<file path="src/hw/rtl/hsir_pkg.sv">
// Package for the humidity sensor I2C reader: register indexes, widths, command table.
// No dependencies.
`default_nettype none
package hsir_pkg;
  localparam int unsigned GapW  = 16;
  localparam int unsigned WaitW = 20;
  localparam int unsigned CfgIdxW  = 2;
  localparam int unsigned CfgDataW = 20;

  localparam logic [CfgIdxW-1:0] RegResetGap = 2'd0;
  localparam logic [CfgIdxW-1:0] RegConvWait = 2'd1;
  localparam logic [CfgIdxW-1:0] RegRepeatGap = 2'd2;

  localparam logic [GapW-1:0]  ResetGapDefault = 16'd250;
  localparam logic [WaitW-1:0] ConvWaitDefault = 20'd20000;
  localparam logic [WaitW-1:0] RepeatGapDefault = 20'd0;

  // Command byte for transaction group t, byte index i
  function automatic logic [7:0] cmd_byte(input logic [1:0] t, input logic [2:0] i);
    logic [7:0] b;
    b = 8'h00;
    unique case (t)
      2'd0: b = (i == 3'd0) ? 8'h70 : (i == 3'd1) ? 8'hBA : 8'h00;
      2'd1: b = (i == 3'd0) ? 8'h70 : (i == 3'd1) ? 8'hE1 : (i == 3'd2) ? 8'h08 : 8'h00;
      2'd2: b = (i == 3'd0) ? 8'h70 : (i == 3'd1) ? 8'hAC : (i == 3'd2) ? 8'h33 : 8'h00;
      2'd3: b = (i == 3'd0) ? 8'h71 : 8'h00;
      default: b = 8'h00;
    endcase
    return b;
  endfunction

  function automatic logic [2:0] cmd_count(input logic [1:0] t);
    logic [2:0] c;
    unique case (t)
      2'd0: c = 3'd2;
      2'd1: c = 3'd4;
      2'd2: c = 3'd4;
      default: c = 3'd7;
    endcase
    return c;
  endfunction
endpackage
`default_nettype wire

</file>
<file path="src/hw/rtl/hsir_convert.sv">
// Registered conversion of raw sensor fields to tenths.
// Depends on hsir_pkg.
`default_nettype none
module hsir_convert (
  input  wire logic        clk_i,
  input  wire logic [19:0] hum_raw_i,
  input  wire logic [19:0] temp_raw_i,
  output logic      [9:0]  hum_o,
  output logic      [10:0] temp_o
);
  import hsir_pkg::*;
  logic [29:0] hprod;
  logic [30:0] tprod;
  logic [9:0]  hum_q;
  logic [10:0] temp_q;
  // Scale: raw*1000 and raw*2000, keep bits from 20 up
  assign hprod = 30'(hum_raw_i) * 30'd1000;
  assign tprod = 31'(temp_raw_i) * 31'd2000;
  always_ff @(posedge clk_i) begin
    hum_q  <= hprod[29:20];
    temp_q <= tprod[30:20];
  end
  assign hum_o  = hum_q;
  assign temp_o = temp_q;
endmodule
`default_nettype wire

</file>
<file path="src/hw/rtl/humidity_sensor_i2c_reader_top.sv">
// Humidity sensor I2C reader: one bus phase per accepted item, one result per item.
// The result is registered when the item is accepted; one item per cycle while the
// output is not stalled, set by the single-pass phase logic between input and result
// registers. Conversion products are registered from the shift register in advance.
// Reset (asynchronous, active low) clears sequence, counters and readings, and loads
// the config defaults.
// Depends on hsir_pkg and hsir_convert.
`default_nettype none
module humidity_sensor_i2c_reader_top (
  input  wire logic                          clk_i,
  input  wire logic                          rst_ni,
  input  wire logic                          in_valid_i,
  output logic                               in_stall_o,
  input  wire logic                          sda_in_i,
  output logic                               out_valid_o,
  input  wire logic                          out_stall_i,
  output logic                               scl_out_o,
  output logic                               sda_drive_low_o,
  output logic [9:0]                         humidity_tenths_o,
  output logic signed [11:0]                 temperature_tenths_o,
  output logic                               reading_valid_o,
  output logic                               status_bad_o,
  output logic                               ack_ok_o,
  output logic                               busy_res_o,
  input  wire logic                          cfg_valid_i,
  output logic                               cfg_ready_o,
  input  wire logic [hsir_pkg::CfgIdxW-1:0]  cfg_index_i,
  input  wire logic [hsir_pkg::CfgDataW-1:0] cfg_data_i
);
  import hsir_pkg::*;

  logic [GapW-1:0]  gap_q;
  logic [WaitW-1:0] conv_q, rep_q;
  logic [4:0]  step_q, step_d;
  logic [4:0]  bp_q, bp_d;
  logic [2:0]  bi_q, bi_d;
  logic [47:0] sh_q, sh_d;
  logic [WaitW-1:0] wc_q, wc_d;
  logic [9:0]  hum_q, hum_d;
  logic [10:0] temp_q, temp_d;
  logic        ack_q, ack_d;
  logic [9:0]  hum_cv;
  logic [10:0] temp_cv;
  logic        ovalid_q;
  logic        scl, low, busy, good, bad;
  logic        fire;
  logic [4:0]  s0, s1;
  logic [WaitW-1:0] lim;
  logic [1:0]  t, kind;
  logic        reading;
  logic [7:0]  b;
  logic [2:0]  bi_inc;
  logic [4:0]  sm1;

  assign fire        = in_valid_i && !in_stall_o;
  assign in_stall_o  = ovalid_q && out_stall_i;
  assign cfg_ready_o = 1'b1;

  hsir_convert u_conv (
    .clk_i     (clk_i),
    .hum_raw_i (sh_q[39:20]),
    .temp_raw_i(sh_q[19:0]),
    .hum_o     (hum_cv),
    .temp_o    (temp_cv)
  );

  function automatic logic [WaitW-1:0] limit_of(input logic [1:0] tt,
      input logic [GapW-1:0] g, input logic [WaitW-1:0] c, input logic [WaitW-1:0] r);
    logic [WaitW-1:0] v;
    unique case (tt)
      2'd2: v = c;
      2'd3: v = r;
      default: v = WaitW'(g);
    endcase
    return v;
  endfunction

  // Phase logic: resolve finished waits (at most one skip chain), then act
  always_comb begin
    s0 = (step_q > 5'd16) ? 5'd0 : step_q;
    wc_d = wc_q;
    s1 = s0;
    // A finished wait advances; the next step is never a wait, so one skip suffices
    if (s0 != 5'd0 && s0[1:0] == 2'd0) begin
      lim = limit_of(2'(s0[4:2] - 3'd1), gap_q, conv_q, rep_q);
      if (wc_q >= lim) begin
        wc_d = '0;
        s1 = (s0 == 5'd16) ? 5'd0 : s0 + 5'd1;
      end
    end else begin
      lim = '0;
    end
    step_d = s1; bp_d = bp_q; bi_d = bi_q; sh_d = sh_q; ack_d = ack_q;
    hum_d = hum_q; temp_d = temp_q;
    scl = 1'b1; low = 1'b0; busy = 1'b0; good = 1'b0; bad = 1'b0;
    sm1 = s1 - 5'd1;
    t = sm1[3:2]; kind = sm1[1:0];
    reading = (t == 2'd3) && (bi_q != 3'd0);
    b = cmd_byte(t, bi_q);
    bi_inc = bi_q + 3'd1;
    if (s1 == 5'd0) begin
      step_d = 5'd1; bp_d = '0; bi_d = '0;
    end else if (s1[1:0] == 2'd0) begin
      wc_d = wc_d + 1'b1;
    end else begin
      busy = 1'b1;
      unique case (kind)
        2'd0: begin
          if (bp_q == 5'd0) bp_d = 5'd1;
          else begin
            low = 1'b1; bp_d = '0; bi_d = '0;
            if (t == 2'd3) sh_d = '0;
            step_d = s1 + 5'd1;
          end
        end
        2'd1: begin
          scl = bp_q[0];
          if (bp_q < 5'd16) begin
            if (reading) begin
              if (scl) sh_d = {sh_q[46:0], sda_in_i};
            end else begin
              low = !b[3'd7 - bp_q[3:1]];
            end
          end else if (reading) begin
            low = (bi_q < 3'd6);
          end else if (scl) begin
            ack_d = !sda_in_i;
          end
          if (bp_q >= 5'd17) begin
            bp_d = '0;
            bi_d = bi_inc;
            if (bi_inc >= cmd_count(t)) begin
              bi_d = '0; step_d = s1 + 5'd1;
            end
          end else begin
            bp_d = bp_q + 5'd1;
          end
        end
        default: begin
          if (bp_q == 5'd0) begin
            scl = 1'b0; low = 1'b1; bp_d = 5'd1;
          end else if (bp_q == 5'd1) begin
            low = 1'b1; bp_d = 5'd2;
          end else begin
            bp_d = '0; wc_d = '0; step_d = s1 + 5'd1;
            if (t == 2'd3) begin
              if ((sh_q[47:40] & 8'h68) == 8'h08) begin
                good = 1'b1; hum_d = hum_cv; temp_d = temp_cv;
              end else bad = 1'b1;
            end
          end
        end
      endcase
    end
  end

  // Hold state, config and result registers
  always_ff @(posedge clk_i or negedge rst_ni) begin
    if (!rst_ni) begin
      gap_q <= ResetGapDefault; conv_q <= ConvWaitDefault; rep_q <= RepeatGapDefault;
      step_q <= '0; bp_q <= '0; bi_q <= '0; sh_q <= '0; wc_q <= '0;
      hum_q <= '0; temp_q <= '0; ack_q <= 1'b0; ovalid_q <= 1'b0;
      scl_out_o <= 1'b1; sda_drive_low_o <= 1'b0; reading_valid_o <= 1'b0;
      status_bad_o <= 1'b0; busy_res_o <= 1'b0;
    end else begin
      if (cfg_valid_i) begin
        unique case (cfg_index_i)
          RegResetGap:  gap_q  <= cfg_data_i[GapW-1:0];
          RegConvWait:  conv_q <= cfg_data_i;
          RegRepeatGap: rep_q  <= cfg_data_i;
          default: ;
        endcase
      end
      if (fire) begin
        step_q <= step_d; bp_q <= bp_d; bi_q <= bi_d; sh_q <= sh_d; wc_q <= wc_d;
        hum_q <= hum_d; temp_q <= temp_d; ack_q <= ack_d;
        scl_out_o <= scl; sda_drive_low_o <= low; reading_valid_o <= good;
        status_bad_o <= bad; busy_res_o <= busy;
        ovalid_q <= 1'b1;
      end else if (!out_stall_i) begin
        ovalid_q <= 1'b0;
      end
    end
  end

  assign out_valid_o = ovalid_q;
  assign humidity_tenths_o = hum_q;
  assign temperature_tenths_o = $signed({1'b0, temp_q}) - 12'sd500;
  assign ack_ok_o = ack_q;

`ifndef ASSERT_OFF
  a_one_pulse: assert property (@(posedge clk_i) disable iff (!rst_ni)
    !(reading_valid_o && status_bad_o)) else $error("valid and bad together");
  a_pulse_busy: assert property (@(posedge clk_i) disable iff (!rst_ni)
    (reading_valid_o || status_bad_o) |-> busy_res_o)
    else $error("pulse outside stop");
  a_step_range: assert property (@(posedge clk_i) disable iff (!rst_ni)
    step_q <= 5'd16) else $error("step out of range");
  a_stall_hold: assert property (@(posedge clk_i) disable iff (!rst_ni)
    (in_stall_o) |=> $stable(step_q)) else $error("state moved while stalled");
`endif
endmodule
`default_nettype wire

</file>
<file path="config.mk">
export PLATFORM = sky130hd
export DESIGN_NAME = humidity_sensor_i2c_reader_top
export DESIGN_NICKNAME = d
export VERILOG_FILES = /design/src/hw/rtl/hsir_pkg.sv /design/src/hw/rtl/hsir_convert.sv /design/src/hw/rtl/humidity_sensor_i2c_reader_top.sv
export SDC_FILE = /design/constraint.sdc
export NUM_CORES = 1
export LEC_CHECK = 0
export BUFFER_PORTS_ARGS = -buffer_cell sky130_fd_sc_hd__buf_2
export CAP_MARGIN = 20
export CORE_UTILIZATION = 60
export CTS_CLUSTER_SIZE = 12
export DETAILED_ROUTE_END_ITERATION = 7
export PLACE_DENSITY = 0.78
export SETUP_SLACK_MARGIN = 0.05
export SYNTH_ARGS = -nofsm -noshare
export SYNTH_HDL_FRONTEND = slang
export SYNTH_SLANG_ARGS = --single-unit
</file>
<file path="constraint.sdc">
create_clock -name clk_i -period 8.6 [get_ports clk_i]
set_input_delay 0 -clock clk_i [delete_from_list [all_inputs] [get_ports clk_i]]
set_output_delay 0 -clock clk_i [all_outputs]
set_load 0.005 [all_outputs]
</file>
## After elaboration in Yosys (flattened, before gate mapping)

Index checks and enable logic that the tools add are counted.

| cells by class | value |
|---|---|
| add/sub/neg operators | 9 |
| multiply operators | 2 |
| divide/modulo/power cells | 0 |
| magnitude comparators | 7 |
| eq/ne operators | 22 |
| shift-type cells | 0 |
| muxes and demuxes | 87 |
| bitwise operators | 7 |
| reduce and logical (&&, ||, !) cells | 29 |

Operators by type and width:

| operator | count |
|---|---|
| $mux 47 | 5 |
| $mux 20 | 8 |
| $pmux 47 s2 | 1 |
| $mux 5 | 14 |
| $mul 20x7->27 const B | 2 |
| $mux 8 | 6 |
| $pmux 20 s2 | 1 |
| $pmux 8 s4 | 1 |
| $mux 1 | 30 |
| $mux 3 | 9 |
| $add 20x1->20 const B | 1 |
| $ge 20x20->1 | 1 |
| $pmux 5 s2 | 2 |
| $add 5x1->5 const B | 3 |
| $ne 2x2->1 const B | 6 |
| $pmux 3 s2 | 2 |
| $sub 11x9->12 const B | 1 |
| $eq 2x2->1 const B | 5 |
| $logic_not 2->1 | 5 |
| $logic_not 5->1 | 2 |
| $reduce_and 9->1 | 1 |
| $reduce_and 2->1 | 4 |
| $reduce_and 8->1 | 1 |
| $mux 7 | 1 |
| other kinds (32) | 51 |

| storage, ports and cells | value |
|---|---|
| flip-flop bits (word level) | 185 |
| bits in latches | 0 |
| RAM bits | 0 |
| bits in read-only memories | 0 |
| bits of input ports | 28 |
| output and inout port bits | 31 |
| word-level logic and storage cells | 182 |
| memories | 0 |

## Logic depth before layout (Yosys ltp)

Gate-level depths: netlist of run 1.

| logic depth | value |
|---|---|
| depth after elaboration | 23 |
| mapped depth | 31 |
| depth with buffers taken out | 26 |

## Cells and area by module

A second synthesis of run 1 with hierarchy kept.

| second synthesis, totals | value |
|---|---|
| cell total of the unflattened synthesis | 1,634 |
| area total of the unflattened synthesis | 15,949.0 µm² |

Modules (own cells, without submodules):

| module | times used | cells each | area each (µm²) | sequential area each (µm²) |
|---|---|---|---|---|
| humidity_sensor_i2c_reader_top | 1 | 970 | 9,263.9 | 4,119.0 |
| hsir_convert | 1 | 664 | 6,685.2 | 420.4 |

## Worst setup path after synthesis of run 1

No wires, ideal clock.

| path | value |
|---|---|
| kind | register to register |
| start | reg step_q[4] |
| end | reg sh_q[43] |
| setup time | 66 ps |
| arrival time | 6,372 ps |
| data required time | 8,534 ps |
| setup slack | 2,162 ps |
| cell stages (with the launch flop) | 27 |
| path buffers | 8 |
| clock period less this slack | 6,438 ps |
| path through | dfrtp_1 > nand2b_1 > ha_1 > clkbuf_1 > clkbuf_1 > o21ai_0 > ha_1 > nand2b_1 > a2111oi_0 > nor3_1 > a22oi_2 > a211oi_1 > mux2i_1 > ha_1 > clkbuf_1 > clkbuf_1 > xnor2_1 > ha_1 > clkbuf_1 > o21ai_0 > o32ai_1 > and3_1 > clkbuf_1 > clkbuf_1 > clkbuf_1 > nand3_1 > nand2_1 |

| on the way | value |
|---|---|
| cells in the longest elaborated chain, start to end | 14 |

Ends and longest elaborated chain:

| item | line | text |
|---|---|---|
| from (decl) | humidity_sensor_i2c_reader_top.sv:34 | `logic [4:0] step_q, step_d;` |
| from (signal assigned) | humidity_sensor_i2c_reader_top.sv:161 | `step_q <= '0; bp_q <= '0; bi_q <= '0; sh_q <= '0; wc_q <= '0;` |
| from (signal assigned) | humidity_sensor_i2c_reader_top.sv:175 | `step_q <= step_d; bp_q <= bp_d; bi_q <= bi_d; sh_q <= sh_d; wc_q <= wc_d;` |
| $gt 5x5->1 | humidity_sensor_i2c_reader_top.sv:80 | `s0 = (step_q > 5'd16) ? 5'd0 : step_q;` |
| $mux 5 * | humidity_sensor_i2c_reader_top.sv:80 |  |
| $sub 2x1->2 | humidity_sensor_i2c_reader_top.sv:85 | `lim = limit_of(2'(s0[4:2] - 3'd1), gap_q, conv_q, rep_q);` |
| $eq 2x2->1 | humidity_sensor_i2c_reader_top.sv:70 | `unique case (tt)` |
| $pmux 20 s2 | humidity_sensor_i2c_reader_top.sv:70 |  |
| $mux 20 | humidity_sensor_i2c_reader_top.sv:84 | `if (s0 != 5'd0 && s0[1:0] == 2'd0) begin` |
| $ge 20x20->1 | humidity_sensor_i2c_reader_top.sv:86 | `if (wc_q >= lim) begin` |
| $mux 5 | humidity_sensor_i2c_reader_top.sv:86 |  |
| $mux 5 * | humidity_sensor_i2c_reader_top.sv:84 |  |
| $sub 4x1->4 | humidity_sensor_i2c_reader_top.sv:96 | `sm1 = s1 - 5'd1;` |
| $eq 2x2->1 | humidity_sensor_i2c_reader_top.sv:98, humidity_sensor_i2c_reader_top.sv:112 |  |
| $logic_and 1x1->1 | humidity_sensor_i2c_reader_top.sv:98 | `reading = (t == 2'd3) && (bi_q != 3'd0);` |
| $ne 2x2->1 (no source line) | - |  |
| $reduce_and 9->1 (no source line) | - |  |
| to (signal assigned) | humidity_sensor_i2c_reader_top.sv:161 |  |
| to (signal assigned) | humidity_sensor_i2c_reader_top.sv:175 |  |
| to (decl) | humidity_sensor_i2c_reader_top.sv:37 | `logic [47:0] sh_q, sh_d;` |

Every way passes the cells marked *; elsewhere a longest branch is shown, timed or not. The select of a mux whose other input is x is not followed.
A chain may end at the register's enable or synchronous reset.

## Worst setup path after layout of run 1

| path | value |
|---|---|
| start | reg step_q[4] |
| end | reg step_q[3] |

| on the way | value |
|---|---|
| cells in the longest elaborated chain, start to end | 23 |

Ends and longest elaborated chain:

| item | line | text |
|---|---|---|
| $gt 5x5->1 | humidity_sensor_i2c_reader_top.sv:80 |  |
| $mux 5 * | humidity_sensor_i2c_reader_top.sv:80 |  |
| $sub 2x1->2 | humidity_sensor_i2c_reader_top.sv:85 |  |
| $eq 2x2->1 | humidity_sensor_i2c_reader_top.sv:70 |  |
| $pmux 20 s2 | humidity_sensor_i2c_reader_top.sv:70 |  |
| $mux 20 | humidity_sensor_i2c_reader_top.sv:84 |  |
| $ge 20x20->1 | humidity_sensor_i2c_reader_top.sv:86 |  |
| $mux 5 | humidity_sensor_i2c_reader_top.sv:86 |  |
| [7 not listed] | - |  |
| $mux 3 | humidity_sensor_i2c_reader_top.sv:103 | `end else if (s1[1:0] == 2'd0) begin` |
| $mux 3 | humidity_sensor_i2c_reader_top.sv:101 | `if (s1 == 5'd0) begin` |
| $ge 3x3->1 | humidity_sensor_i2c_reader_top.sv:132 | `if (bi_inc >= cmd_count(t)) begin` |
| $mux 5 | humidity_sensor_i2c_reader_top.sv:132 |  |
| $mux 5 | humidity_sensor_i2c_reader_top.sv:129 | `if (bp_q >= 5'd17) begin` |
| $pmux 5 s2 | humidity_sensor_i2c_reader_top.sv:107 | `unique case (kind)` |
| $mux 5 | humidity_sensor_i2c_reader_top.sv:103 |  |
| $mux 5 * | humidity_sensor_i2c_reader_top.sv:101 |  |

Marks and branches as above.

==> results.py, run 1 <==
metrics = {
    "outcome": {
        "status": "finished, final reports clean",
    },
    "clock_network": {
        "root_buffer": "clkbuf_16",
        "clkSinkCount": 185,
        "ctsResizeCount": 0,
        "htree_levels": 4,
        "clkTransAtPathRegs_ns": 0.08,
        "holdBufCountCts": 24,
        "clockBufferDepth": 2,
        "numCtsBuffers": 17,
        "post_cts_buffers": 0,
        "clock_latency_ns": 0.44,
        "cts_tree": "built",
    },
    "sta": {
        "worstMarginPinSlew_ns": 1.12,
        "clock-skew-final_ns": 0.0135,
        "hold_viol": 0,
        "setup_violations": 0,
        "rsz0062_at_grt": "no",
        "relSlewSlack": 0.245,
        "max_freq_mhz": 130,
        "min_period_over_period": 0.894,
        "setup_tns_ns": 0,
        "maxSlewViolCount": 0,
        "fin_crit_ns": 7.69,
    },
    "hold_path": {
        "min_path_type": "primary input to async pin",
    },
    "logic_synthesis": {
        "seq_area_frac_synth": 0.307,
        "ys.flop_type": "dfrtp_1",
        "syn_area_um2": 14800,
        "async_reset_ff_frac": 0.886,
        "synth-edff-count": 0,
        "ys_types": 81,
        "ys.warnings.count": 0,
        "syn_nets": 1711,
        "synthCells": 1379,
        "ys_ff_latch": 185,
        "avgSynthCellArea_um2": 10.7,
    },
    "routing": {
        "dr.pass1.iters": 6,
        "ant_nets": 0,
        "drt_first_iter_violations": 1035,
        "drcViolationCount": 0,
        "routed-via-count": 10700,
        "routed_wl_um": 31500,
        "wl_per_cell_um": 17.8,
        "viasPerCell": 6.05,
    },
    "cells_and_area": {
        "layout.nets": 1763,
        "drive_gt1_frac": 0.146,
        "area_growth_pct": 9.63,
        "final_util": 0.669,
        "layoutNonFillerInstCount": 1768,
        "diodes": 0,
        "fillCellCount": 1790,
    },
    "worst_setup_path": {
        "max_stage_delay_ns": 0.96,
        "worstPathRequired_ns": 8.91,
        "crit_start": "step_q[4]$_DFFE_PN0P_",
        "crit_path_end_kind": "register",
        "r2r_start": "step_q[4]$_DFFE_PN0P_",
        "crit_fanout": 36,
        "slowest_stage": "ha_1",
        "critPathArrivalTime_ns": 8.00,
        "crit_top_cell": "ha_1",
        "worstSetupPathType": "register to register",
        "path_cells": "nand2b_1 > ha_1 > o21ai_0 > ha_1 > nand2b_1 > a2111oi_0 > nor3_1 > a22oi_2 > a211oi_1 > mux2i_1 > ha_1 > xnor2_1 > inv_1 > ha_1 > ha_1 > a21oi_1 > nor2_1 > nor2_1 > or3_1 > a21oi_1 > a2111oi_0 > nand3b_1",
        "cp-start-kind": "register",
    },
    "floorplan": {
        "die_w_um": 159,
        "die_area_um2": 25300,
        "die_h_um": 159,
        "ios": 59,
        "initial_core_util": 0.610,
        "placementRows": 57,
        "core_area_um2": 24200,
    },
    "global_route": {
        "grt_max_degree": 87,
        "grtUsageTotal": 0.267,
        "grt_pass1_vias": 11400,
        "antenna_found_initial": 0,
        "grt_pass1_wl_um": 55200,
        "grt-ovfl-total": 0,
    },
    "placement": {
        "dp_cells": 1709,
        "io_buffers": 57,
        "gp_congestion": 0.908,
        "hpwl_um": 22200,
    },
    "pwr": {
        "p_leak_nw": 8.36,
        "vdd_drop_max_mv": 0.146,
        "power_density_nw_per_um2": 214,
    },
    "flow_run": {
        "max_cap_violations": 0,
    },
}
==> power breakdown <==
part	leakage, nW	switching [W]	total [W]	internal (W)
clock	0.290	0.000378	0.000824	0.000446
sequential	2.25	0.000157	0.00117	0.00102
combinational	5.82	0.000858	0.00147	0.000614
total	8.36	0.00139	0.00347	0.00208
==> metal layers <==
layer  GRT usage  part of all wire
met1       0.341              0.43
met5           0                 0
met4      0.0791             0.020
met2       0.471              0.51
met3      0.0393             0.044
==> final timing paths <==
| kind | to | slack [ns] | depth (start not counted) |
|---|---|---|---|
| worst max-delay path | step_q[3]$_DFFE_PN0P_ | 0.91 | 22 |
| worst min-delay path | sda_drive_low_o$_DFFE_PN0P_ | 0.16 | 2 |
| worst max register to register | step_q[3]$_DFFE_PN0P_ | 0.91 | 22 |
| worst min register to register | humidity_tenths_o[7]$_DFFE_PN0P_ | 0.47 | 1 |
| max in group asynchronous | gap_q[3]$_DFFE_PN1P_ | 7.21 | 4 |
| min in group clk_i | gap_q[6]$_DFFE_PN1P_ | 0.19 | 4 |
==> layout make-up <==
cell class | instances | area (µm²) | area share
repair buffers | 96 | 672 | 0.0414
inverters | 86 | 323 | 0.0199
multi-input cells | 1045 | 9680 | 0.597
clock inverters | 13 | 158 | 0.00972
flip-flops and latches | 185 | 4540 | 0.280
clock buffers | 19 | 443 | 0.0273
well taps | 324 | 405 | 0.0250
==> through the flow <==
step	hold slack [ns]	total power, W	setup slack (ns)	instance area, µm²
after floorplan	-0.296	0.00224	2.16	14800
after global placement	0.0849	0.00255	1.49	15300
after detailed placement	0.0902	0.00261	1.11	15300
after CTS	0.177	0.00347	1.04	16200
after global routing	0.195	0.00372	0.331	16200
final	0.157	0.00347	0.912	16200
==> registers in the layout (all words and copies together) (netlist names) <==
name / cells
sda_drive_low_o: 1
sh_q: 47
ack_ok_o: 1
bi_q: 3
wc_q: 20
temp_q: 11
u_conv.hum_o: 10
conv_q: 20
u_conv.temp_o: 11
step_q: 5
humidity_tenths_o: 10
gap_q: 16
reading_valid_o: 1
bp_q: 5
scl_out_o: 1
status_bad_o: 1
busy_res_o: 1
out_valid_o: 1
rep_q: 20
==> critical path, delay by kind of cell, from the launching register on <==
family                     cells  cell delay, ns
adders and majority gates      5            2.72
AOI/OAI and AO/OA              7            1.70
and+or+nand+nor                7            1.52
muxes                          1            0.81
DFF                            1            0.42
xor gates and xnor gates       1            0.29
buffers and inverters          1            0.12
==> cell usage after synthesis, drive strengths merged (14+ instances only) <==
cell	n	area share
nor2	58	0.015
a21oi	52	0.018
fa	138	0.19
dfxtp	21	0.028
nor3	16	0.0057
nand3	74	0.025
a31oi	16	0.0068
clkbuf	51	0.013
mux2	79	0.065
a22oi	25	0.013
inv	86	0.022
dfrtp	152	0.26
xnor2	21	0.013
ha	166	0.14
a211oi	14	0.0071
nand4	15	0.0068
o21ai	49	0.017
nand2	139	0.035
==> cells in the final DEF, fill, tap and decap left out, types with 10 or more instances in the layout <==
master | Yosys | final
xor2_1 | 13 | 13
nand2_1 | 139 | 139
dfstp_2 | 12 | 12
xnor2_1 | 20 | 20
a22oi_1 | 24 | 24
fa_1 | 138 | 138
o21ai_0 | 46 | 46
a21o_1 | 10 | 10
clkbuf_16 | 0 | 17
a21oi_1 | 52 | 52
nand4_1 | 14 | 14
inv_1 | 86 | 86
nor4_1 | 12 | 12
buf_4 | 3 | 13
nor2_1 | 57 | 56
a31oi_1 | 16 | 16
a211oi_1 | 14 | 14
buf_2 | 4 | 56
dlygate4sd3_1 | 0 | 24
mux2_2 | 58 | 58
and3_1 | 13 | 13
nand2b_1 | 13 | 13
dfxtp_1 | 21 | 21
nand3_1 | 74 | 74
mux2_4 | 20 | 20
dfrtp_1 | 152 | 152
nor3_1 | 15 | 15
ha_1 | 166 | 165
==> logic make-up after synthesis <==
| kind of cell | count (synthesis) | share of synthesized area |
|---|---|---|
| DFF | 185 | 0.307 |
| xor gates and xnor gates | 34 | 0.0206 |
| adders and majority gates | 304 | 0.327 |
| other | 1 | 0.000253 |
| AOI/OAI and AO/OA | 240 | 0.111 |
| buffers and inverters | 149 | 0.0399 |
| and+or+nand+nor | 379 | 0.123 |
| muxes | 87 | 0.0714 |
No activity file was read; power rests on OpenSTA's default activity.
==> inputs of run 2 (changes only) <==
Settings changed: CORE_UTILIZATION 60 to 50, PLACE_DENSITY 0.78 to 0.67.
==> results.py, run 2 (synthesized netlist as in run 1, its figures left out) <==
metrics = {
    "outcome": {
        "status": "finished, final reports clean",
    },
    "routing": {
        "routed-via-count": 10400,
        "routed_wl_um": 30000,
        "viasPerCell": 5.71,
        "drcViolationCount": 0,
        "met3_length_um": 1000,
        "top_layer_used": "met4",
        "dr.pass1.iters": 5,
        "wl_per_cell_um": 16.4,
        "drt_first_iter_violations": 876,
        "wl_met2_um": 14900,
        "ant_nets": 0,
        "met1_length_um": 13800,
    },
    "sta": {
        "maxSlewViolCount": 0,
        "min_period_over_period": 0.845,
        "worstMarginPinSlew_ns": 1.13,
        "hold_viol": 0,
        "clock-skew-final_ns": 0.0116,
        "setup_violations": 0,
        "rsz0062_at_grt": "no",
        "fin_crit_ns": 7.27,
        "relSlewSlack": 0.243,
        "setup_tns_ns": 0,
        "max_freq_mhz": 138,
    },
    "cells_and_area": {
        "stdcell_area_um2": 16300,
        "largest_reg_flops": 47,
        "final_cell_mix": "165 x ha_1, 152 x dfrtp_1, 139 x nand2_1",
        "final_util": 0.562,
        "layout.nets": 1763,
        "seqCellArea_um2": 4540,
        "area_growth_pct": 9.83,
        "layout_commonest_cell": "ha_1",
        "largest_register": "sh_q",
        "drive_gt1_frac": 0.146,
        "fillCellCount": 2483,
        "diodes": 0,
        "multi_input_area_um2": 9690,
    },
    "clock_network": {
        "clockBufferDepth": 2,
        "ctsResizeCount": 0,
        "clkTransAtPathRegs_ns": 0.07,
        "clock_latency_ns": 0.44,
        "cts_tree": "built",
        "numCtsBuffers": 17,
        "clkSinkCount": 185,
        "htree_levels": 4,
        "root_buffer": "clkbuf_16",
    },
    "global_route": {
        "grt-ovfl-total": 0,
        "antenna_found_initial": 0,
        "grt_pass1_wl_um": 53100,
        "grtUsageTotal": 0.214,
        "grt_max_degree": 71,
        "grt_pass1_vias": 10600,
    },
    "flow_run": {
        "max_cap_violations": 0,
    },
    "floorplan": {
        "die_h_um": 174,
        "die_w_um": 174,
        "core_area_um2": 28900,
        "initial_core_util": 0.511,
        "ios": 59,
        "placementRows": 62,
        "die_area_um2": 30300,
    },
    "placement": {
        "hpwl_um": 21800,
        "placed_area_um2": 15400,
        "gp_congestion": 0.867,
        "io_buffers": 57,
    },
    "worst_setup_path": {
        "r2r-end": "sh_q[39]$_DFFE_PN0P_",
        "rrSetupSlack_ns": 1.33,
        "crit_fanout": 45,
        "cp-start-kind": "register",
        "r2r_start": "step_q[4]$_DFFE_PN0P_",
        "r2r_cells": 18,
        "crit_path_end_kind": "register",
        "worstPathRequired_ns": 8.92,
        "critPathArrivalTime_ns": 7.59,
        "worstSetupPathType": "register to register",
    },
    "pwr": {
        "p_leak_nw": 8.34,
        "vdd_drop_max_mv": 0.154,
        "total_power_w": 0.00337,
        "power_density_nw_per_um2": 207,
    },
    "hold_path": {
        "min_path_type": "primary input to async pin",
    },
}
-- run 2: power breakdown --
group	internal [W]	switching [W]
Clock	0.000411	0.000350
Combinational	0.000608	0.000833
Sequential	0.00102	0.000152
-- run 2: metal layers --
metal  vias to the layer above  global-route usage
met2                       228               0.360
met1                      5217               0.298
met3                        27              0.0262
met4                         0              0.0457
li1                       4969                   -
met5                         -                   0
-- run 2: final cells by class --
class / count / share of cell area
clock inverter: 12 / 0.00716
multi-input combinational: 1045 / 0.596
timing repair buffer: 96 / 0.0406
sequential: 185 / 0.279
inverter: 86 / 0.0199
clock buffer: 20 / 0.0275
tap: 384 / 0.0296
-- run 2: stage by stage --
step           setup WS [ns]  hold slack (ns)  cells
2_1_floorplan           2.16           -0.296   1379
3_3_place_gp            1.52          -0.0265   1770
3_5_place_dp            1.35          -0.0166   1770
4_1_cts                 1.30           0.0857   1826
5_1_grt                0.433            0.108   1828
6_report                1.33           0.0692   1828
-- run 2: how the worst max path moves through the flow --
stage / slack (ns) / start / cells past startpoint / to
after CTS: 1.30 / step_q[4]$_DFFE_PN0P_ / 18 / sh_q[39]$_DFFE_PN0P_
after global routing: 0.43 / step_q[4]$_DFFE_PN0P_ / 18 / sh_q[39]$_DFFE_PN0P_
after detailed placement: 1.35 / step_q[4]$_DFFE_PN0P_ / 18 / sh_q[26]$_DFFE_PN0P_
after global placement: 1.52 / step_q[4]$_DFFE_PN0P_ / 18 / sh_q[19]$_DFFE_PN0P_
after floorplan: 2.16 / step_q[4]$_DFFE_PN0P_ / 26 / sh_q[43]$_DFFE_PN0P_
final: 1.33 / step_q[4]$_DFFE_PN0P_ / 18 / sh_q[39]$_DFFE_PN0P_
-- run 2: critical path, cell delays in order, from the launching register on --
cell and delay (ns):
dfrtp_1 0.41, nand2b_1 0.24, ha_1 0.98, o21ai_0 0.23
ha_1 0.31, nand2b_1 0.13, a2111oi_0 0.42, nor3_1 0.13
a22oi_2 0.35, a21o_1 0.18, buf_4 0.28, mux2i_1 0.64
nand3_1 0.18, xnor2_1 0.37, ha_1 0.45, o21ai_0 0.26
o32ai_1 0.37, nand3_2 0.73, o31ai_1 0.47
-- run 2: what timing repair did --
action,CTS,global route
setup endpoints to repair,0,0
hold buffers,24,0
setup buffers,0,0
endpoints found under the hold margin,110,0
